[config.mk]
export PLATFORM = sky130hd
export DESIGN_NAME = nearest_key_request_scheduler_flat
export DESIGN_NICKNAME = d
export VERILOG_FILES = /design/src/hw/rtl/nkrs_pkg.sv /design/src/hw/rtl/nkrs_stream_if.sv /design/src/hw/rtl/nkrs_ram.sv /design/src/hw/rtl/nkrs_scan.sv /design/src/hw/rtl/nearest_key_request_scheduler.sv /design/src/flat_wrapper.sv
export SDC_FILE = /design/constraint.sdc
export NUM_CORES = 1
export LEC_CHECK = 0
export CAP_MARGIN = 20
export CORE_AREA = 4 4 185 142
export DETAILED_ROUTE_END_ITERATION = 7
export DIE_AREA = 0 0 189 146
export DONT_BUFFER_PORTS = 1
export GPL_TIMING_DRIVEN = 0
export PLACE_DENSITY = 0.69
export SKIP_LAST_GASP = 1
export SYNTH_ARGS = -nofsm -noshare
export SYNTH_HDL_FRONTEND = slang
export SYNTH_HIERARCHICAL = 1
export SYNTH_SLANG_ARGS = --single-unit
[constraint.sdc]
create_clock -name i_clk -period 6.6 [get_ports i_clk]
set_input_delay 1.98 -clock i_clk [delete_from_list [all_inputs] [get_ports i_clk]]
set_output_delay 1.98 -clock i_clk [all_outputs]
set_load 0.005 [all_outputs]
[src/hw/rtl/nkrs_pkg.sv]
`timescale 1ns / 1ps

package nkrs_pkg;

    // fixed field widths
    localparam int CMD_W  = 1;
    localparam int REQ_W  = 4;
    localparam int KEY_W  = 10;
    localparam int KIND_W = 2;
    localparam int CFG_W  = 5;
    localparam int CFG_IDX_W = 1;

    // defaults for the top-level parameters
    localparam int MAX_REQUESTERS_DEF = 16;
    localparam int KEY_LIMIT_DEF      = 1000;

    // value both registers take at reset
    localparam int CFG_RESET_VAL = 16;

    // register indexes
    localparam logic [CFG_IDX_W-1:0] CFG_BOARD_LIMIT = 1'b0;
    localparam logic [CFG_IDX_W-1:0] CFG_REQ_IN_USE  = 1'b1;

    // command codes
    localparam logic [CMD_W-1:0] CMD_POST  = 1'b0;
    localparam logic [CMD_W-1:0] CMD_LEAVE = 1'b1;

    // result kinds
    typedef enum logic [KIND_W-1:0] {
        KIND_POSTED  = 2'd0,
        KIND_REFUSED = 2'd1,
        KIND_LEFT    = 2'd2,
        KIND_SERVED  = 2'd3
    } t_kind;

    // input request
    typedef struct packed {
        logic [CMD_W-1:0] command;
        logic [REQ_W-1:0] requester;
        logic [KEY_W-1:0] key;
    } t_req;

    // result item
    typedef struct packed {
        logic [KIND_W-1:0] kind;
        logic [REQ_W-1:0]  who;
        logic [KEY_W-1:0]  served_key;
        logic              last;
    } t_rsp;

endpackage

[src/hw/rtl/nkrs_stream_if.sv]
`timescale 1ns / 1ps

interface nkrs_stream_if #(
    parameter type t_payload = logic
);
    logic     valid;
    logic     ready;
    t_payload payload;

    modport source (output valid, output payload, input ready);
    modport sink   (input valid, input payload, output ready);
endinterface

[src/hw/rtl/nkrs_ram.sv]
`timescale 1ns / 1ps

module nkrs_ram #(
    parameter int WIDTH = 8,
    parameter int DEPTH = 16
) (
    input  logic                     i_clk,
    input  logic                     i_we,
    input  logic [$clog2(DEPTH)-1:0] i_waddr,
    input  logic [WIDTH-1:0]         i_wdata,
    input  logic                     i_re,
    input  logic [$clog2(DEPTH)-1:0] i_raddr,
    output logic [WIDTH-1:0]         o_rdata
);
    logic [WIDTH-1:0] r_mem [DEPTH];
    logic [WIDTH-1:0] r_rdata;

    // one write port, one registered read port
    always_ff @(posedge i_clk) begin
        if (i_we) begin
            r_mem[i_waddr] <= i_wdata;
        end
        if (i_re) begin
            r_rdata <= r_mem[i_raddr];
        end
    end

    assign o_rdata = r_rdata;
endmodule

[src/hw/rtl/nkrs_scan.sv]
`timescale 1ns / 1ps

module nkrs_scan #(
    parameter int MAX_REQUESTERS = nkrs_pkg::MAX_REQUESTERS_DEF
) (
    input  logic                              i_clk,
    input  logic                              i_rst_n,
    input  logic                              i_start,
    input  logic [MAX_REQUESTERS-1:0]         i_valid_bits,
    input  logic signed [nkrs_pkg::KEY_W:0]   i_prev_key,
    output logic                              o_rd_en,
    output logic [$clog2(MAX_REQUESTERS)-1:0] o_rd_addr,
    input  logic [nkrs_pkg::KEY_W-1:0]        i_rd_data,
    output logic                              o_done,
    output logic [$clog2(MAX_REQUESTERS)-1:0] o_best_idx,
    output logic [nkrs_pkg::KEY_W-1:0]        o_best_key
);
    import nkrs_pkg::*;

    localparam int IDX_W = $clog2(MAX_REQUESTERS);
    localparam logic [IDX_W-1:0] LAST_IDX = IDX_W'(MAX_REQUESTERS - 1);

    logic             r_busy, n_busy;
    logic [IDX_W-1:0] r_addr, n_addr;
    logic             r_chk, n_chk;
    logic [IDX_W-1:0] r_chk_idx, n_chk_idx;
    logic             r_done, n_done;
    logic             r_have, n_have;
    logic [IDX_W-1:0] r_best_idx, n_best_idx;
    logic [KEY_W-1:0] r_best_key, n_best_key;
    logic [KEY_W:0]   r_best_dist, n_best_dist;

    logic signed [KEY_W+1:0] diff;
    logic [KEY_W:0]          key_gap;
    logic                    better;

    // distance of the entry just read from the previous served key
    always_comb begin
        diff = signed'({2'b00, i_rd_data}) - (KEY_W+2)'(i_prev_key);
        key_gap = diff[KEY_W+1] ? (KEY_W+1)'(-diff) : diff[KEY_W:0];
        better = !r_have || (key_gap < r_best_dist) ||
                 ((key_gap == r_best_dist) && (i_rd_data < r_best_key));
    end

    // address sweep and running best
    always_comb begin
        n_busy      = r_busy;
        n_addr      = r_addr;
        n_chk       = r_busy;
        n_chk_idx   = r_addr;
        n_done      = r_chk && (r_chk_idx == LAST_IDX);
        n_have      = r_have;
        n_best_idx  = r_best_idx;
        n_best_key  = r_best_key;
        n_best_dist = r_best_dist;
        if (i_start) begin
            n_busy = 1'b1;
            n_addr = '0;
            n_have = 1'b0;
        end else if (r_busy) begin
            n_addr = r_addr + 1'b1;
            if (r_addr == LAST_IDX) begin
                n_busy = 1'b0;
            end
        end
        if (r_chk && i_valid_bits[r_chk_idx] && better) begin
            n_have      = 1'b1;
            n_best_idx  = r_chk_idx;
            n_best_key  = i_rd_data;
            n_best_dist = key_gap;
        end
    end

    always_ff @(posedge i_clk) begin
        if (!i_rst_n) begin
            r_busy <= 1'b0;
            r_chk  <= 1'b0;
            r_done <= 1'b0;
            r_have <= 1'b0;
        end else begin
            r_busy <= n_busy;
            r_chk  <= n_chk;
            r_done <= n_done;
            r_have <= n_have;
        end
        r_addr      <= n_addr;
        r_chk_idx   <= n_chk_idx;
        r_best_idx  <= n_best_idx;
        r_best_key  <= n_best_key;
        r_best_dist <= n_best_dist;
    end

    assign o_rd_en    = r_busy;
    assign o_rd_addr  = r_addr;
    assign o_done     = r_done;
    assign o_best_idx = r_best_idx;
    assign o_best_key = r_best_key;
endmodule

[src/hw/rtl/nearest_key_request_scheduler.sv]
`timescale 1ns / 1ps

// Nearest-key request scheduler. Each requester holds at most one pending
// request with a key; a post or a leave answers with one result, and when the
// board then holds at least as many requests as the effective limit (and some
// requester is still live) a second result serves the pending request whose
// key lies nearest the last served key, ties to the smaller key and then the
// lower requester index. The last flag marks the final result of a request.
// A request that causes no serve leaves the scheduler idle. One that causes a
// serve blocks the input until the served result is registered: the serve
// sweeps the key memory one entry per cycle through its single read port.
// Keys sit in a memory with no reset; pending and retired flags are
// flip-flops cleared by reset, so there is no clearing pass.
module nearest_key_request_scheduler #(
    parameter int MAX_REQUESTERS = nkrs_pkg::MAX_REQUESTERS_DEF,
    parameter int KEY_LIMIT      = nkrs_pkg::KEY_LIMIT_DEF
) (
    input  logic                            i_clk,
    input  logic                            i_rst_n,
    input  logic                            i_cfg_we,
    input  logic [nkrs_pkg::CFG_IDX_W-1:0]  i_cfg_idx,
    input  logic [nkrs_pkg::CFG_W-1:0]      i_cfg_data,
    nkrs_stream_if.sink                     i_req,
    nkrs_stream_if.source                   o_rsp
);
    import nkrs_pkg::*;

    localparam int IDX_W = $clog2(MAX_REQUESTERS);
    localparam int CNT_W = $clog2(MAX_REQUESTERS + 1);
    localparam int CMP_W = CNT_W + REQ_W + CFG_W;
    localparam logic [CNT_W-1:0] MAX_CNT = CNT_W'(MAX_REQUESTERS);
    localparam logic [CNT_W-1:0] RST_CNT =
        CNT_W'((MAX_REQUESTERS < CFG_RESET_VAL) ? MAX_REQUESTERS : CFG_RESET_VAL);
    localparam logic [16:0] KEY_LIM_V = 17'(KEY_LIMIT);

    typedef enum logic [2:0] {
        ST_IDLE = 3'b001,
        ST_SCAN = 3'b010,
        ST_EMIT = 3'b100
    } t_state;

    t_state r_state, n_state;

    logic [MAX_REQUESTERS-1:0] r_valid, n_valid;
    logic [MAX_REQUESTERS-1:0] r_gone, n_gone;
    logic [CNT_W-1:0]          r_pend, n_pend;
    logic [CNT_W-1:0]          r_live, n_live;
    logic [CNT_W-1:0]          r_eff, n_eff;
    logic [CNT_W-1:0]          r_users, n_users;
    logic signed [KEY_W:0]     r_prev, n_prev;
    logic                      r_out_valid, n_out_valid;
    t_rsp                      r_out, n_out;

    t_req             req;
    logic [IDX_W-1:0] req_idx;
    logic             accept, out_free;
    logic             exists, post_ok, leave_ok, serve;
    logic [CNT_W-1:0] live_dec, cfg_clamp_users, cfg_clamp_limit;

    logic             scan_start, scan_done, rd_en;
    logic [IDX_W-1:0] rd_addr, best_idx;
    logic [KEY_W-1:0] rd_data, best_key;

    assign req      = i_req.payload;
    assign req_idx  = IDX_W'(req.requester);
    assign out_free = !r_out_valid || o_rsp.ready;
    assign accept   = i_req.valid && i_req.ready;

    assign i_req.ready   = (r_state == ST_IDLE) && out_free;
    assign o_rsp.valid   = r_out_valid;
    assign o_rsp.payload = r_out;

    // admission checks on the incoming request
    always_comb begin
        exists   = CMP_W'(req.requester) < CMP_W'(r_users);
        leave_ok = exists && !r_gone[req_idx] && !r_valid[req_idx];
        post_ok  = leave_ok && (r_pend < r_eff) && (17'(req.key) < KEY_LIM_V);
        live_dec = (r_live != '0) ? r_live - 1'b1 : r_live;
    end

    // clamped configuration values
    always_comb begin
        cfg_clamp_users = (CMP_W'(i_cfg_data) > CMP_W'(MAX_CNT)) ? MAX_CNT
                                                                : CNT_W'(i_cfg_data);
        cfg_clamp_limit = (i_cfg_data == '0) ? CNT_W'(1) : cfg_clamp_users;
    end

    // next state of the board and the sequencer
    always_comb begin
        n_state     = r_state;
        n_valid     = r_valid;
        n_gone      = r_gone;
        n_pend      = r_pend;
        n_live      = r_live;
        n_eff       = r_eff;
        n_users     = r_users;
        n_prev      = r_prev;
        n_out_valid = r_out_valid && !o_rsp.ready;
        n_out       = r_out;
        scan_start  = 1'b0;
        serve       = 1'b0;

        unique case (r_state)
            ST_IDLE: begin
                if (accept) begin
                    n_out.who        = req.requester;
                    n_out.served_key = '0;
                    n_out.kind       = KIND_REFUSED;
                    if (req.command == CMD_POST) begin
                        if (post_ok) begin
                            n_valid[req_idx] = 1'b1;
                            n_pend           = r_pend + 1'b1;
                            n_out.kind       = KIND_POSTED;
                            n_out.served_key = req.key;
                        end
                    end else if (leave_ok) begin
                        n_gone[req_idx] = 1'b1;
                        n_live          = live_dec;
                        n_eff           = (live_dec < r_eff) ? live_dec : r_eff;
                        n_out.kind      = KIND_LEFT;
                    end
                    serve       = (n_live != '0) && (n_pend != '0) && (n_pend >= n_eff);
                    n_out.last  = !serve;
                    n_out_valid = 1'b1;
                    if (serve) begin
                        scan_start = 1'b1;
                        n_state    = ST_SCAN;
                    end
                end
            end
            ST_SCAN, ST_EMIT: begin
                if (scan_done || r_state == ST_EMIT) begin
                    if (out_free) begin
                        n_valid[best_idx] = 1'b0;
                        n_pend            = r_pend - 1'b1;
                        n_prev            = signed'({1'b0, best_key});
                        n_out.kind        = KIND_SERVED;
                        n_out.who         = REQ_W'(best_idx);
                        n_out.served_key  = best_key;
                        n_out.last        = 1'b1;
                        n_out_valid       = 1'b1;
                        n_state           = ST_IDLE;
                    end else begin
                        n_state = ST_EMIT;
                    end
                end
            end
            default: begin
                n_state = ST_IDLE;
            end
        endcase

        // register writes: the user must write only while idle; the block does not enforce it
        if (i_cfg_we) begin
            unique case (i_cfg_idx)
                CFG_BOARD_LIMIT: n_eff = cfg_clamp_limit;
                CFG_REQ_IN_USE: begin
                    n_users = cfg_clamp_users;
                    n_live  = cfg_clamp_users;
                end
                default: ;
            endcase
        end
    end

    always_ff @(posedge i_clk) begin
        if (!i_rst_n) begin
            r_state     <= ST_IDLE;
            r_valid     <= '0;
            r_gone      <= '0;
            r_pend      <= '0;
            r_live      <= RST_CNT;
            r_eff       <= RST_CNT;
            r_users     <= RST_CNT;
            r_prev      <= '1;
            r_out_valid <= 1'b0;
        end else begin
            r_state     <= n_state;
            r_valid     <= n_valid;
            r_gone      <= n_gone;
            r_pend      <= n_pend;
            r_live      <= n_live;
            r_eff       <= n_eff;
            r_users     <= n_users;
            r_prev      <= n_prev;
            r_out_valid <= n_out_valid;
        end
        r_out <= n_out;
    end

    // key store, written on an admitted post
    nkrs_ram #(
        .WIDTH (KEY_W),
        .DEPTH (MAX_REQUESTERS)
    ) u_key_ram (
        .i_clk   (i_clk),
        .i_we    (accept && (req.command == CMD_POST) && post_ok),
        .i_waddr (req_idx),
        .i_wdata (req.key),
        .i_re    (rd_en),
        .i_raddr (rd_addr),
        .o_rdata (rd_data)
    );

    // nearest-key sweep over the key store
    nkrs_scan #(
        .MAX_REQUESTERS (MAX_REQUESTERS)
    ) u_scan (
        .i_clk        (i_clk),
        .i_rst_n      (i_rst_n),
        .i_start      (scan_start),
        .i_valid_bits (r_valid),
        .i_prev_key   (r_prev),
        .o_rd_en      (rd_en),
        .o_rd_addr    (rd_addr),
        .i_rd_data    (rd_data),
        .o_done       (scan_done),
        .o_best_idx   (best_idx),
        .o_best_key   (best_key)
    );
endmodule

[src/flat_wrapper.sv]
// flat-port wrapper written by rule: the top's interface ports become plain ports
module nearest_key_request_scheduler_flat import nkrs_pkg::*;
#(
    parameter int MAX_REQUESTERS = nkrs_pkg::MAX_REQUESTERS_DEF,
    parameter int KEY_LIMIT      = nkrs_pkg::KEY_LIMIT_DEF
)
  (i_clk, i_rst_n, i_cfg_we, i_cfg_idx, i_cfg_data, i_req_valid, i_req_payload, i_req_ready, o_rsp_valid, o_rsp_payload, o_rsp_ready);
  nkrs_stream_if #(.t_payload(t_req)) i_req_i ();
  nkrs_stream_if #(.t_payload(t_rsp)) o_rsp_i ();
  input  logic i_clk;
  input  logic i_rst_n;
  input  logic i_cfg_we;
  input  logic [nkrs_pkg::CFG_IDX_W-1:0] i_cfg_idx;
  input  logic [nkrs_pkg::CFG_W-1:0] i_cfg_data;
  input wire logic [$bits(i_req_i.valid)-1:0] i_req_valid;
  input wire logic [$bits(i_req_i.payload)-1:0] i_req_payload;
  output wire logic [$bits(i_req_i.ready)-1:0] i_req_ready;
  output wire logic [$bits(o_rsp_i.valid)-1:0] o_rsp_valid;
  output wire logic [$bits(o_rsp_i.payload)-1:0] o_rsp_payload;
  input wire logic [$bits(o_rsp_i.ready)-1:0] o_rsp_ready;
  assign i_req_i.valid = i_req_valid;
  assign i_req_i.payload = i_req_payload;
  assign i_req_ready = i_req_i.ready;
  assign o_rsp_valid = o_rsp_i.valid;
  assign o_rsp_payload = o_rsp_i.payload;
  assign o_rsp_i.ready = o_rsp_ready;
  nearest_key_request_scheduler #(.MAX_REQUESTERS(MAX_REQUESTERS), .KEY_LIMIT(KEY_LIMIT)) u_core (.i_clk(i_clk), .i_rst_n(i_rst_n), .i_cfg_we(i_cfg_we), .i_cfg_idx(i_cfg_idx), .i_cfg_data(i_cfg_data), .i_req(i_req_i), .o_rsp(o_rsp_i));
endmodule
== Word-level counts from Yosys, hierarchy flattened ==
Memories as Yosys holds them, arrays and structs flattened. A register that Yosys moved wholly into a read port is not among the register bits.
Cells that the tools add are included.

* Div/mod/pow operators: 0
* $lt $le $gt $ge: 13
* Multipliers: 0
* Shift operators: 0
* $add $sub $neg: 6
* Multiplexer cells: 73
* Bitwise logic cells: 5
* Reduce and logical (&&, ||, !) cells: 40
* Eq/ne operators: 12

{| class="wikitable"
|+ Operators with widths
! cell !! count
|-
| $mux W5 || 27
|-
| $mux W16 || 5
|-
| $mux W17 || 3
|-
| $pmux W17 S2 || 1
|-
| $or A16 B16 Y16 || 2
|-
| $pmux W16 S2 || 1
|-
| $mux W10 || 2
|-
| $mux W1 || 19
|-
| $logic_and A1 B1 Y1 || 17
|-
| $and A16 B16 Y16 || 1
|-
| $not A16 Y16 || 1
|-
| $lt A4 B5 Y1 const B || 3
|-
| $reduce_bool A5 Y1 || 3
|-
| $bmux W1 S4 || 3
|-
| $mux W3 || 4
|-
| $sub A11 B11 Y12 || 1
|-
| $eq A11 B11 Y1 || 1
|-
| $lt A11 B11 Y1 || 1
|-
| $mux W11 || 1
|-
| $neg A11 Y11 || 1
|-
| $lt A10 B10 Y1 || 1
|-
| $lt A10 B10 Y1 const B || 1
|-
| $lt A5 B5 Y1 || 2
|-
| $pmux W5 S2 || 1
|-
| other kinds (27) || 47
|}

* Memory bits (read-only): 0
* Bits in writable memories: 160
* Register bits: 121
* Memories: 1
* Input port bits: 26
* Latch bits: 0
* Logic and storage cells: 172
* Output and inout bits: 19

{| class="wikitable"
|+ Memories
! name !! words !! width !! read ports !! clocked after Yosys merged registers in !! write ports !! line !! text
|-
| u_core.u_key_ram.r_mem || 16 || 10 || 1 || 1 || 1 || nkrs_ram.sv:15 || <nowiki>logic [WIDTH-1:0] r_mem [DEPTH];</nowiki>
|}

== Logic depth before layout (Yosys ltp) ==
Gate-level depths: netlist of the first run.

* Word-level depth: 19
* Depth in mapped cells: 22

== Cells and area by module ==
The synthesis of the first run kept the hierarchy.

{| class="wikitable"
|+ Modules (own cells, without submodules)
! module !! area each (µm²) !! times used !! cells an instance
|-
| nkrs_ram || 6453.7 || 1 || 279
|-
| nearest_key_request_scheduler || 4367.9 || 1 || 525
|-
| nkrs_scan || 2416.1 || 1 || 229
|}

== Worst setup path before layout of the first run ==
Ideal clock, no wire load.

* Kind: input to register
* From: in i_req_payload[11]
* To: reg u_core.u_scan.r_have
* Setup slack: 1.195 ns
* Data arrival time: 5.289 ns
* Stages on the path: 18
* Required time: 6.483 ns
* Library setup time: 0.117 ns
* Cells stage by stage: inv_1 -> mux4_2 -> o22a_1 -> o211a_2 -> nand3b_2 -> clkbuf_1 -> clkbuf_1 -> xnor2_1 -> ha_1 -> nand2b_1 -> a21oi_1 -> nor2b_1 -> o21ai_0 -> nand2b_1 -> a21oi_1 -> nor4_1 -> nor2b_1 -> o21a_1

* Longest elaborated chain between the ends: 18
* Elaborated cells between the ends (all ways): 32

{| class="wikitable"
|+ RTL lines
! item !! line !! text
|-
| start: declaration || flat_wrapper.sv:16 || <nowiki>input wire logic [$bits(i_req_i.payload)-1:0] i_req_payload;</nowiki>
|-
| $bmux W1 S4 || nearest_key_request_scheduler.sv:76 || <nowiki>leave_ok = exists && !r_gone[req_idx] && !r_valid[req_idx];</nowiki>
|-
| $mux W1 (implied by the code) || nearest_key_request_scheduler.sv:76 ||
|-
| $logic_not A1 Y1 || nearest_key_request_scheduler.sv:76 ||
|-
| $logic_and A1 B1 Y1 || nearest_key_request_scheduler.sv:76 ||
|-
| $logic_and A1 B1 Y1 (*) || nearest_key_request_scheduler.sv:76 ||
|-
| branches (longest 8 deep; another with $ge A5 B5 Y1) || -- ||
|-
| $logic_and A1 B1 Y1 (*) || nearest_key_request_scheduler.sv:122 || <nowiki>serve = (n_live != '0) && (n_pend != '0) && (n_pend >= n_eff);</nowiki>
|-
| $mux W1 (*) || nearest_key_request_scheduler.sv:125 || <nowiki>if (serve) begin</nowiki>
|-
| $mux W1 (*) || nearest_key_request_scheduler.sv:105 || <nowiki>if (accept) begin</nowiki>
|-
| $mux W1 (*) || nearest_key_request_scheduler.sv:103 || <nowiki>unique case (r_state)</nowiki>
|-
| via u_core.scan_start || nearest_key_request_scheduler.sv:60 || <nowiki>logic scan_start, scan_done, rd_en;</nowiki>
|-
| $reduce_bool A2 Y1 (no line) (*) || -- ||
|-
| end signal: assignment || nkrs_scan.sv:84 || <nowiki>r_have <= n_have;</nowiki>
|-
| end: declaration || nkrs_scan.sv:28 || <nowiki>logic r_have, n_have;</nowiki>
|}

Mark *: on every way through the listed nets, which the timed path passes. The select of a mux whose other input is x is not followed.
A chain may end at the register's enable or synchronous reset.

== Worst setup path in the final report of the first run ==
* From: in i_req_payload[11]
* To: reg u_core.u_scan.r_busy, in the netlist u_core/u_scan/o_rd_en

* Longest elaborated chain between the ends: 18
* Elaborated cells between the ends (all ways): 32

{| class="wikitable"
|+ RTL lines
! item !! line !! text
|-
| $bmux W1 S4 || nearest_key_request_scheduler.sv:76 ||
|-
| $mux W1 (implied by the code) || nearest_key_request_scheduler.sv:76 ||
|-
| $logic_not A1 Y1 || nearest_key_request_scheduler.sv:76 ||
|-
| $logic_and A1 B1 Y1 || nearest_key_request_scheduler.sv:76 ||
|-
| $logic_and A1 B1 Y1 (*) || nearest_key_request_scheduler.sv:76 ||
|-
| branches (longest 8 deep; another with $ge A5 B5 Y1) || -- ||
|-
| $logic_and A1 B1 Y1 (*) || nearest_key_request_scheduler.sv:122 ||
|-
| $mux W1 (*) || nearest_key_request_scheduler.sv:125 ||
|-
| $mux W1 (*) || nearest_key_request_scheduler.sv:105 ||
|-
| $mux W1 (*) || nearest_key_request_scheduler.sv:103 ||
|-
| via u_core.scan_start || nearest_key_request_scheduler.sv:60 ||
|-
| $mux W1 (*) || nkrs_scan.sv:56 || <nowiki>if (i_start) begin</nowiki>
|-
| end signal: assignment || nkrs_scan.sv:81 || <nowiki>r_busy <= n_busy;</nowiki>
|-
| end: declaration || nkrs_scan.sv:23 || <nowiki>logic r_busy, n_busy;</nowiki>
|}

Marked as above.

==> results.tsv, run 1 <==
metric	value	unit
fillerInstances	1944	
cellPowerDensity	314	mW/mm^2
cts_hold_repair.buffers	0	
gp_congestion	0.880	
timing.clock.skew	0.0111	ns
pwr-share-clk	35.0	%
power_switching	1.22	mW
clock_insertion_delay_worst_skew	0.55	ns
die-width	189	microns
postSynth.topFlopCell	edfxtp_1	
synth-seq-area-share	60.0	%
ff2ff_path_depth	16	
synthesis.area	0.0132	sq mm
cts.htree.levels	1	
rrSetupSlack	1.33	ns
grt_first_pass_wirelength	47.3	mm
numPortBuffers	0	
slew_violations	0	
start_util	53.8	%
max_cap_viol_count	0	
cp.required	7.04	ns
post_synth_inst_count	1033	
drive_gt1_share	9.17	%
regToRegStartpoint	u_core/u_key_ram/o_rdata[0]	
internal_power	3.38	mW
clock_path_buffers	3	
placedInstanceArea	0.0137	sq mm
worst_slew_pin_slew	1.12	ns
hp-class	reg2reg	
part_of_the_total_power_dissipated_in_sequential_elements	45.9	%
largest_net_degree_at_the_start_of_global_routing	27	
ant_nets	0	
timing.final.hold_violations	0	
unrepaired_setup_endpoints_after_global_routing	no	
detail_route.first_pass.iterations	5	
clk_pin_slew	0.06	ns
routed_wire_length_per_instance	21.6	microns
die_area	0.0276	sq mm
grt_antenna_before_repair	0	
power_switching_share	26.6	%
drc	0	
timing.critical_path.slowest_stage_cell	mux4_2	
slew-limit-headroom	25.1	%
timing.hold.worst.start	u_core/u_scan/o_rd_addr[0]	
power_share_of_the_combinational_group	19.2	%
achievable-frequency	0.179	GHz
layout.cells.most_common_list	212 x edfxtp_1, 111 x nand2_1, 89 x nor2_1	
critical_path.endpoint_type	flip-flop	
synthesis.yosys.warnings	6	
mappedNetlistNets	1111	
worstHoldPathCells	0	
timing_worst_setup_path_type	in2reg	
vdd_drop_max	231	uV
worst_hold_slack_after_final_layout	0.443	ns
leakage	5.33	nW
dpl_worst_slack	0.531	ns
final.setup.tns	0	ns
viasPerCell	6.07	
ioPinCount	45	
dr.first_iter.drc_count	832	
synthesis.area_per_instance	12.8	sq um
cpPeakStageDelay	0.56	ns
ys_ff_latch	291	
floorplan.rows	50	
gr-usage-all-layers	21.9	%
run_status	finished, final reports clean	
synth_enable_flop_cells	212	
tritoncts_clock_tree	yes	
cts.sink_count	291	
leading_cell_type_in_the_layout_fill_and_taps_excluded	edfxtp_1	
hpwl	21.2	mm
rr_endpoint	u_core/u_scan/o_best_key[6]	
wl	30.8	mm
yosysUniqueCellTypes	69	
period_share	84.5	%
timing.critical_path.cells	inv_1 -> mux4_2 -> o22a_1 -> o211a_2 -> nand3b_2 -> clkbuf_1 -> clkbuf_1 -> xnor2_1 -> ha_1 -> nand2b_1 -> a21oi_1 -> nor2b_1 -> o21ai_0 -> nand2b_1 -> a21oi_1 -> nor4_2 -> buf_4 -> a21oi_1 -> nor2b_1	
path_max_fanout	10	
worst_hold_path.endpoint	u_core/u_scan/r_chk_idx[0]	
number_of_clock_buffers_inserted_by_tritoncts	29	
report.final.setup_viol	0	
share_of_flip_flops_with_an_asynchronous_set_or_reset	0	%
grt_overflow	0	
critical-path-top-cell-by-count	a21oi_1	
arrival	6.02	ns
grt_pass1_vias	8217	
ctsRootBufferMaster	clkbuf_16	
worst_setup_margin	1.02	ns
setup.worst_path.start_class	input port	
cts_resized	0	
die_height	146	microns
post_cts.repair.setup_buffers	0	
areaGrowthSynthToFinish	10.7	%
nNetsFinal	1146	
final_area	0.0147	sq mm
floorplan.core_area	0.0246	sq mm
vias_after_detailed_routing	8670	
period_minus_slack	5.58	ns
## worst max-delay path by stage
stage | end | slack (ns) | cells past startpoint | from
final | u_core/u_scan/o_rd_en | 1.02 | 19 | i_req_payload[11]
after detailed placement | u_core/u_scan/o_rd_en | 0.53 | 19 | i_req_payload[11]
after global placement | u_core/u_scan/r_have | -0.29 | 18 | i_req_payload[11]
after CTS | u_core/u_scan/o_rd_en | 1.11 | 19 | i_req_payload[11]
after global routing | u_core/u_scan/o_rd_en | 0.84 | 19 | i_req_payload[11]
after floorplan | u_core/u_scan/r_have | 1.19 | 18 | i_req_payload[11]
## cell usage after synthesis (all sizes together), types with 3 or more instances
master / count / area [sq um]
inv: 51 / 191
nand2: 111 / 417
nor3b: 8 / 60.1
mux4: 47 / 1100
buf: 13 / 97.6
nor2: 89 / 334
o21ai: 49 / 245
o211ai: 16 / 120
clkbuf: 23 / 86.3
dfxtp: 79 / 1580
nand3: 22 / 110
a211oi: 6 / 50.1
o311ai: 5 / 43.8
nor2b: 12 / 75.1
nand3b: 7 / 56.3
edfxtp: 212 / 6370
or2: 3 / 18.8
ha: 51 / 638
a21o: 13 / 97.6
nor3: 16 / 85.1
o31ai: 7 / 52.6
a21oi: 48 / 240
mux2i: 14 / 140
a22oi: 20 / 150
or3: 7 / 43.8
and2: 5 / 31.3
a31oi: 4 / 25.0
nand4: 8 / 50.1
xnor2: 16 / 140
nand2b: 19 / 119
o21a: 7 / 52.6
mux2: 3 / 33.8
or4: 3 / 26.3
xor2: 9 / 78.8
## layer usage
metal	up-vias	GRT usage [%]	wire length, microns
met5	-	0	0
met4	0	3.71	475
met3	36	4.00	2660
met2	364	32.2	13500
met1	4313	34.7	14200
li1	3957	-	-
## through the flow
| step | std cells | utilization (%) | power, mW |
|---|---|---|---|
| after global routing | 1428 | 59.6 | 4.78 |
| after CTS | 1425 | 59.5 | 4.63 |
| final | 1429 | 59.6 | 4.60 |
| after global placement | 1371 | 55.6 | 3.00 |
| after floorplan | 1033 | - | 2.77 |
| after detailed placement | 1372 | 55.7 | 3.02 |
## sequential cells by signal, summed over array words and instances (netlist names), 5 cells and up
register and count:
u_core/u_key_ram/r_mem 160, u_core/o_rsp.payload 17, u_core/r_gone 16, u_core/r_valid 16, u_core/r_prev 11, u_core/u_scan/r_best_dist 11
u_core/u_key_ram/o_rdata 10, u_core/u_scan/o_best_key 10, u_core/r_eff 5, u_core/r_live 5, u_core/r_pend 5, u_core/r_users 5
## critical path: cells and delay by family
kind                     cells  cell delay (ns)
AO/OA/AOI/OAI                6             1.08
XOR/XNOR                     1             0.17
adder cells (fa/ha/maj)      1             0.31
buffers and inverters        4             1.27
multiplexers                 1             0.56
AND/OR/NAND/NOR              6             0.64
## layout make-up
class / count / area (sq um) / area share [%]
flip-flops and latches: 291 / 7950 / 54.2
inverters: 51 / 191 / 1.31
well taps: 338 / 423 / 2.89
repair buffers: 4 / 33.8 / 0.230
clock buffers: 43 / 778 / 5.31
multi-input cells: 655 / 4950 / 33.8
plain buffers: 36 / 184 / 1.25
diodes: 1 / 2.50 / 0.0171
clock inverters: 10 / 144 / 0.982
## cells by family (layout without fill, tap and decap cells)
logic type / Yosys count / count (layout) / share of synthesized area (%)
buffers and inverters: 87 / 144 / 2.84
AO/OA/AOI/OAI: 195 / 195 / 9.49
other: 0 / 1 / 0
flip-flops: 291 / 291 / 60.0
AND/OR/NAND/NOR: 319 / 319 / 11.4
adder cells (fa/ha/maj): 52 / 52 / 4.97
XOR/XNOR: 25 / 25 / 1.65
multiplexers: 64 / 64 / 9.65
## power groups by stage
stage / Combinational (mW) / Sequential [mW] / Clock, mW
finish: 0.883 / 2.11 / 1.61
global route: 0.946 / 2.12 / 1.72
CTS: 0.874 / 2.11 / 1.64
detailed placement: 0.871 / 2.15 / 0
global placement: 0.856 / 2.15 / 0
floorplan: 0.650 / 2.12 / 0
(Power assumes the default switching activity.)
==> run 2: changes to the inputs <==
Clock period 6.6 ns to 5.25 ns, I/O delays scaled along.
==> run 2 against run 1 <==
  * Sequential share of layout area is 0.26 points lower
  * Hold slack got worse by 0.0055 ns
  * Utilization increased by 0.29 points
  * Global-route usage increased by 0.37 points
  * Flip-flop and latch count unchanged
  * Die area did not move
  * Largest cell class unchanged
  * Highest routed layer unchanged
==> results.tsv, run 2 (same netlist as run 1, synthesis figures left out) <==
metric	value	unit	change
die_height	146	microns	unchanged
nNetsFinal	1146		unchanged
timing.clock.skew	0.0152	ns	+0.00413 ns
clk_pin_slew	0.06	ns	about the same
gp_congestion	0.875		-0.60%
timing.critical_path.cells	inv_1 -> ha_1 -> or4b_1 -> clkbuf_1 -> a21oi_1 -> ha_1 -> and4b_1 -> o31ai_1 -> o211ai_1 -> nand4b_2 -> mux2_2 -> ha_1 -> nand2b_1 -> a21oi_1 -> nor2b_1 -> o21ai_0 -> nand2b_1 -> a21oi_1 -> nor4_4 -> nor2b_1 -> o21a_1		
drive_gt1_share	10.1	%	+0.92 points
fillerInstances	1935		-0.46%
vdd_drop_max	322	uV	+39%
setup.worst_path.start_class	flip-flop		
clock_path_buffers	3		unchanged
placedInstanceArea	0.0137	sq mm	about the same
instances_no_fill	1428		-0.070%
clock_insertion_delay_worst_skew	0.55	ns	about the same
vias_after_detailed_routing	8632		-0.44%
number_of_clock_buffers_inserted_by_tritoncts	29		unchanged
largest_net_degree_at_the_start_of_global_routing	21		-22%
detail_route.first_pass.iterations	5		unchanged
slew-limit-headroom	24.9	%	-0.21 points
dr.first_iter.drc_count	855		+2.8%
ctsRootBufferMaster	clkbuf_16		
grt_antenna_before_repair	0		unchanged
critical_path.endpoint_type	flip-flop		
drc	0		unchanged
wl	30.9	mm	+0.30%
insertedDiodeCount	0		-1
start_util	53.8	%	unchanged
final_design_utilization	59.9	%	+0.29 points
slew_violations	0		unchanged
routed_wire_length_per_instance	21.7	microns	+0.38%
cellPowerDensity	397	mW/mm^2	+26%
floorplan.core_area	0.0246	sq mm	unchanged
achievable-frequency	0.203	GHz	
timing.critical_path.slowest_stage_cell	or4b_1		
max_flop_register	u_core/u_key_ram/r_mem		
die_area	0.0276	sq mm	unchanged
die-width	189	microns	unchanged
ioPinCount	45		unchanged
cpPeakStageDelay	0.46	ns	-0.10 ns
multi_input_area	0.00498	sq mm	+0.51%
ant_nets	0		unchanged
grt_first_pass_wirelength	47.8	mm	+1.1%
hp-class	reg2reg		
grt_overflow	0		unchanged
layout.area.seq	0.00795	sq mm	unchanged
unrepaired_setup_endpoints_after_global_routing	yes		
leading_cell_type_in_the_layout_fill_and_taps_excluded	edfxtp_1		
grt_pass1_vias	8274		+0.69%
gr-usage-all-layers	22.2	%	+0.37 points
path_max_fanout	8		-2
report.final.setup_viol	0		unchanged
period_share	93.7	%	
cp.required	5.70	ns	-1.34 ns
arrival	5.36	ns	-0.66 ns
flip_flop_count_of_the_largest_register_after_layout	160		unchanged
worst_slew_pin_slew	1.12	ns	+0.00307 ns
areaGrowthSynthToFinish	11.2	%	
max_cap_viol_count	0		unchanged
numPortBuffers	0		unchanged
viasPerCell	6.04		-0.37%
floorplan.rows	50		unchanged
placed_cells_incl_taps	1371		-0.073%
worst-path-buf-inv	2		-2
timing_worst_setup_path_type	reg2reg		
fin_total_pwr	5.85	mW	+27%
final_area	0.0147	sq mm	+0.48%
hpwl	21.2	mm	+0.33%
worst_hold_slack_after_final_layout	0.437	ns	-0.00553 ns
timing.critical_path.max_delay_family	simple AND/OR/NAND/NOR gates		
tritoncts_clock_tree	yes		
timing.final.hold_violations	0		unchanged
period_minus_slack	4.92	ns	
layout.cells.most_common_list	212 x edfxtp_1, 111 x nand2_1, 89 x nor2_1		
cts.sink_count	291		unchanged
cts.htree.levels	1		unchanged
run_status	finished, final reports clean		
leakage	5.37	nW	+0.80%
run 2: cell count changes in the layout (fill, tap and decap cells not counted), sizes merged:
cell / delta
clkbuf: -1
a21oi: +1
diode: -1
buf: -1
clkinv: +1
run 2: routing by layer:
layer  up-vias  GRT usage (%)  routed length [microns]
met5         -              0                        0
met4         0           4.55                      529
met3        43           4.12                     2480
met2       337           32.2                    13600
met1      4288           35.3                    14300
li1       3964              -                        -
run 2: where the power goes:
part	internal [mW]	leakage, nW	switching (mW)	total, mW
clock	1.22	0.479	0.849	2.07
combinational	0.504	2.33	0.618	1.12
sequential	2.57	2.56	0.0859	2.66
total	4.30	5.37	1.55	5.85
run 2: final cells by class:
cell class / instances / area share, %
Sequential cell: 291 / 54.0
Multi-Input combinational cell: 656 / 33.8
Clock buffer: 42 / 5.51
Tap cell: 338 / 2.87
Inverter: 51 / 1.30
Buffer: 36 / 1.26
Clock inverter: 11 / 0.977
Timing Repair Buffer: 3 / 0.323
run 2: path summary, 6_finish.rpt:
check / start / end / slack, ns / cells after the start
setup reg to reg: u_core/r_live[0] / u_core/u_scan/r_have / 0.33 / 21
hold / removal: u_core/u_scan/o_rd_addr[0] / u_core/u_scan/r_chk_idx[0] / 0.44 / 0
setup / recovery: u_core/r_live[0] / u_core/u_scan/r_have / 0.33 / 21
hold reg to reg: u_core/u_scan/o_rd_addr[0] / u_core/u_scan/r_chk_idx[0] / 0.44 / 0
run 2: through the flow:
stage	setup WS, ns	TNS (ns)
4_1_cts	0.153	0
5_1_grt	-0.00948	-0.00948
3_3_place_gp	-1.18	-39.66
2_1_floorplan	0.251	0
3_5_place_dp	-0.618	-8.95
6_report	0.332	0
run 2: worst reg2reg max path: cells and delay by family, from the launching register on:
kind | cells | cell delay (ns)
and+or+nand+nor | 8 | 1.74
AOI/OAI and AO/OA | 7 | 1.24
muxes | 1 | 0.39
buffers and inverters | 2 | 0.32
DFF | 1 | 0.35
adders and majority gates | 3 | 0.80
run 2: repair_timing:
action,4_1_cts,5_1_grt
resized for setup,2,2
hold buffers,0,0
pin swaps,1,2
buffers inserted,0,2
setup endpoints to repair,26,28
cloned,1,0
endpoints found under the hold margin,0,0
==> run 3: changes to the inputs <==
Settings changed: CORE_AREA 4 4 185 142 to 4 4 147 177, DIE_AREA 0 0 189 146 to 0 0 151 181, PLACE_DENSITY 0.69 to 0.7.
==> run 3 against run 2 <==
  * Combinational power about the same
  * Cell area decreased by 0.62%
  * Largest power group unchanged
  * Critical path depth decreased by 5
  * Highest routed layer unchanged
  * Total power decreased by 1.7%
  * Wire length decreased by 4.3%
  * Non-clock buffer count decreased by 3
  * Flip-flop and latch count unchanged
==> results.tsv, run 3 (same netlist as run 1, synthesis figures left out) <==
metric	value	unit	change
setup.worst_path.start_class	flip-flop		
cellPowerDensity	393	mW/mm^2	-1.1%
die-width	151	microns	-20%
grt_pass1_vias	8353		+0.95%
die_area	0.0273	sq mm	-0.95%
timing.final.hold_violations	0		unchanged
groute.layer.met2.usage	36.3	%	+4.0 points
power_switching_share	26.4	%	-0.13 points
ctsRootBufferMaster	clkbuf_16		
clock_insertion_delay_worst_skew	0.54	ns	about the same
dr.first_iter.drc_count	641		-25%
viasPerCell	6.01		-0.65%
start_util	54.2	%	+0.33 points
timing.clock.skew	0.0104	ns	-0.00481 ns
leading_cell_type_in_the_layout_fill_and_taps_excluded	edfxtp_1		
period_share	94.8	%	+1.1 points
insertedDiodeCount	0		unchanged
tritoncts_clock_tree	yes		
timing_worst_setup_path_type	reg2reg		
layout.cells.most_common_list	212 x edfxtp_1, 111 x nand2_1, 89 x nor2_1		
floorplan.core_area	0.0244	sq mm	-0.61%
leakage	5.32	nW	-0.90%
ant_nets	0		unchanged
drive_gt1_share	10.0	%	-0.064 points
nNetsFinal	1143		-0.26%
hpwl	20.3	mm	-4.3%
number_of_clock_buffers_inserted_by_tritoncts	29		unchanged
power_switching	1.52	mW	-2.2%
pwr-share-clk	34.9	%	-0.5 points
clock_path_buffers	3		unchanged
ioPinCount	45		unchanged
max_cap_viol_count	0		unchanged
detail_route.first_pass.iterations	5		unchanged
gr-usage-all-layers	21.5	%	-0.76 points
period_minus_slack	4.98	ns	+0.0599 ns
path_max_fanout	13		+5
arrival	5.15	ns	-0.21 ns
globalRouteMet1Util	28.6	%	-6.7 points
grt_antenna_before_repair	0		unchanged
areaGrowthSynthToFinish	10.6	%	
clk_pin_slew	0.06	ns	about the same
internal_power	4.23	mW	-1.5%
drc	0		unchanged
gp_congestion	0.913		+4.4%
routed_wire_length_per_instance	21.0	microns	-3.2%
grt_overflow	0		unchanged
cts.htree.levels	1		unchanged
report.final.setup_viol	0		unchanged
power_share_of_the_combinational_group	19.0	%	-0.2 points
unrepaired_setup_endpoints_after_global_routing	no		
critical_path.endpoint_type	flip-flop		
run_status	finished, final reports clean		
slew_violations	0		unchanged
part_of_the_total_power_dissipated_in_sequential_elements	46.1	%	+0.7 points
cts_hold_repair.buffers	0		unchanged
top_usage_layer	met2		
cp.required	5.42	ns	-0.28 ns
slew-limit-headroom	32.4	%	+7.5 points
die_height	181	microns	+24%
cts.sink_count	291		unchanged
flip_flop_count_of_the_largest_register_after_layout	160		unchanged
worst_slew_pin_slew	1.01	ns	-0.112 ns
wl	29.6	mm	-4.3%
largest_net_degree_at_the_start_of_global_routing	27		+29%
hp-class	reg2reg		
vias_after_detailed_routing	8480		-1.8%
grt_first_pass_wirelength	45.5	mm	-4.8%
fin_total_pwr	5.75	mW	-1.7%
floorplan.rows	63		+26%
post_cts.repair.setup_buffers	0		unchanged
achievable-frequency	0.201	GHz	-1.2%
met3_usage_grt	3.81	%	-0.31 points
max_flop_register	u_core/u_key_ram/r_mem		
vdd_drop_max	314	uV	-2.5%
final_design_utilization	59.9	%	about the same
numPortBuffers	0		unchanged
## run 3: changes by cell type in the layout (fill, tap and decap cells not counted), moves of 2 or more
cell / change
clkinv_2: +2
clkbuf_2: -4
clkbuf_1: -5
clkinv_1: +4
buf_12: -2
clkinvlp_4: +3
## run 3: through the flow
step	cell area [sq um]	setup slack (ns)	hold slack (ns)	setup TNS [ns]	std cells
after floorplan	13200	0.251	0.402	0	1033
after global routing	14600	0.0315	0.459	0	1412
after global placement	13600	-0.982	0.411	-49.90	1358
final	14600	0.272	0.435	0	1412
after CTS	14600	0.0106	0.436	0	1412
after detailed placement	13700	-0.538	0.419	-15.28	1359
## run 3: routing by layer
metal  vias up  routed length, microns
li1       3958                       -
met1      4172                   12300
met2       292                   14700
met3        58                    1850
met4         0                     793
met5         -                       0
## run 3: area by class of cell
cell class / instances / area [sq um]
Clock buffer: 32 / 737
Clock inverter: 21 / 185
Buffer: 35 / 181
Fill cell: 1942 / 9800
Sequential cell: 291 / 7950
Timing Repair Buffer: 1 / 5.00
Tap cell: 325 / 407
Inverter: 51 / 191
Multi-Input combinational cell: 656 / 4980
## run 3: final timing paths
kind                          startpoint                          end  slack [ns]  cells past startpoint
min reg2reg          u_core/u_scan/r_chk         u_core/u_scan/o_done        0.43                      2
min                  u_core/u_scan/r_chk         u_core/u_scan/o_done        0.43                      2
max          u_core/u_key_ram/o_rdata[0]  u_core/u_scan/o_best_key[1]        0.27                     16
max reg2reg  u_core/u_key_ram/o_rdata[0]  u_core/u_scan/o_best_key[1]        0.27                     16
## run 3: what timing repair did
action | CTS | global route
pin swaps | 0 | 1
resized for setup | 1 | 5
endpoints found under the hold margin | 0 | 0
gates cloned | 0 | 1
endpoints found under the setup margin | 1 | 31
## run 3: power groups by stage
stage | registers (mW) | clock network [mW] | logic (mW)
finish | 2.65 | 2.01 | 1.09
global route | 2.66 | 2.15 | 1.18
CTS | 2.65 | 2.05 | 1.08
detailed placement | 2.70 | 0 | 1.08
global placement | 2.69 | 0 | 1.06
floorplan | 2.67 | 0 | 0.817
## run 3: critical path, cell delays in order, from the launching register on
cell and delay (ns):
edfxtp_1 0.38, inv_1 0.06, ha_1 0.20, fa_1 0.40
nand2b_1 0.16, a21oi_1 0.26, xor2_1 0.16, or3_1 0.39
or4_4 0.49, o41a_1 0.39, xor2_1 0.19, ha_1 0.33
nand4_1 0.10, a21oi_1 0.12, nand4_1 0.11, a311o_1 0.37
a21oi_4 0.49
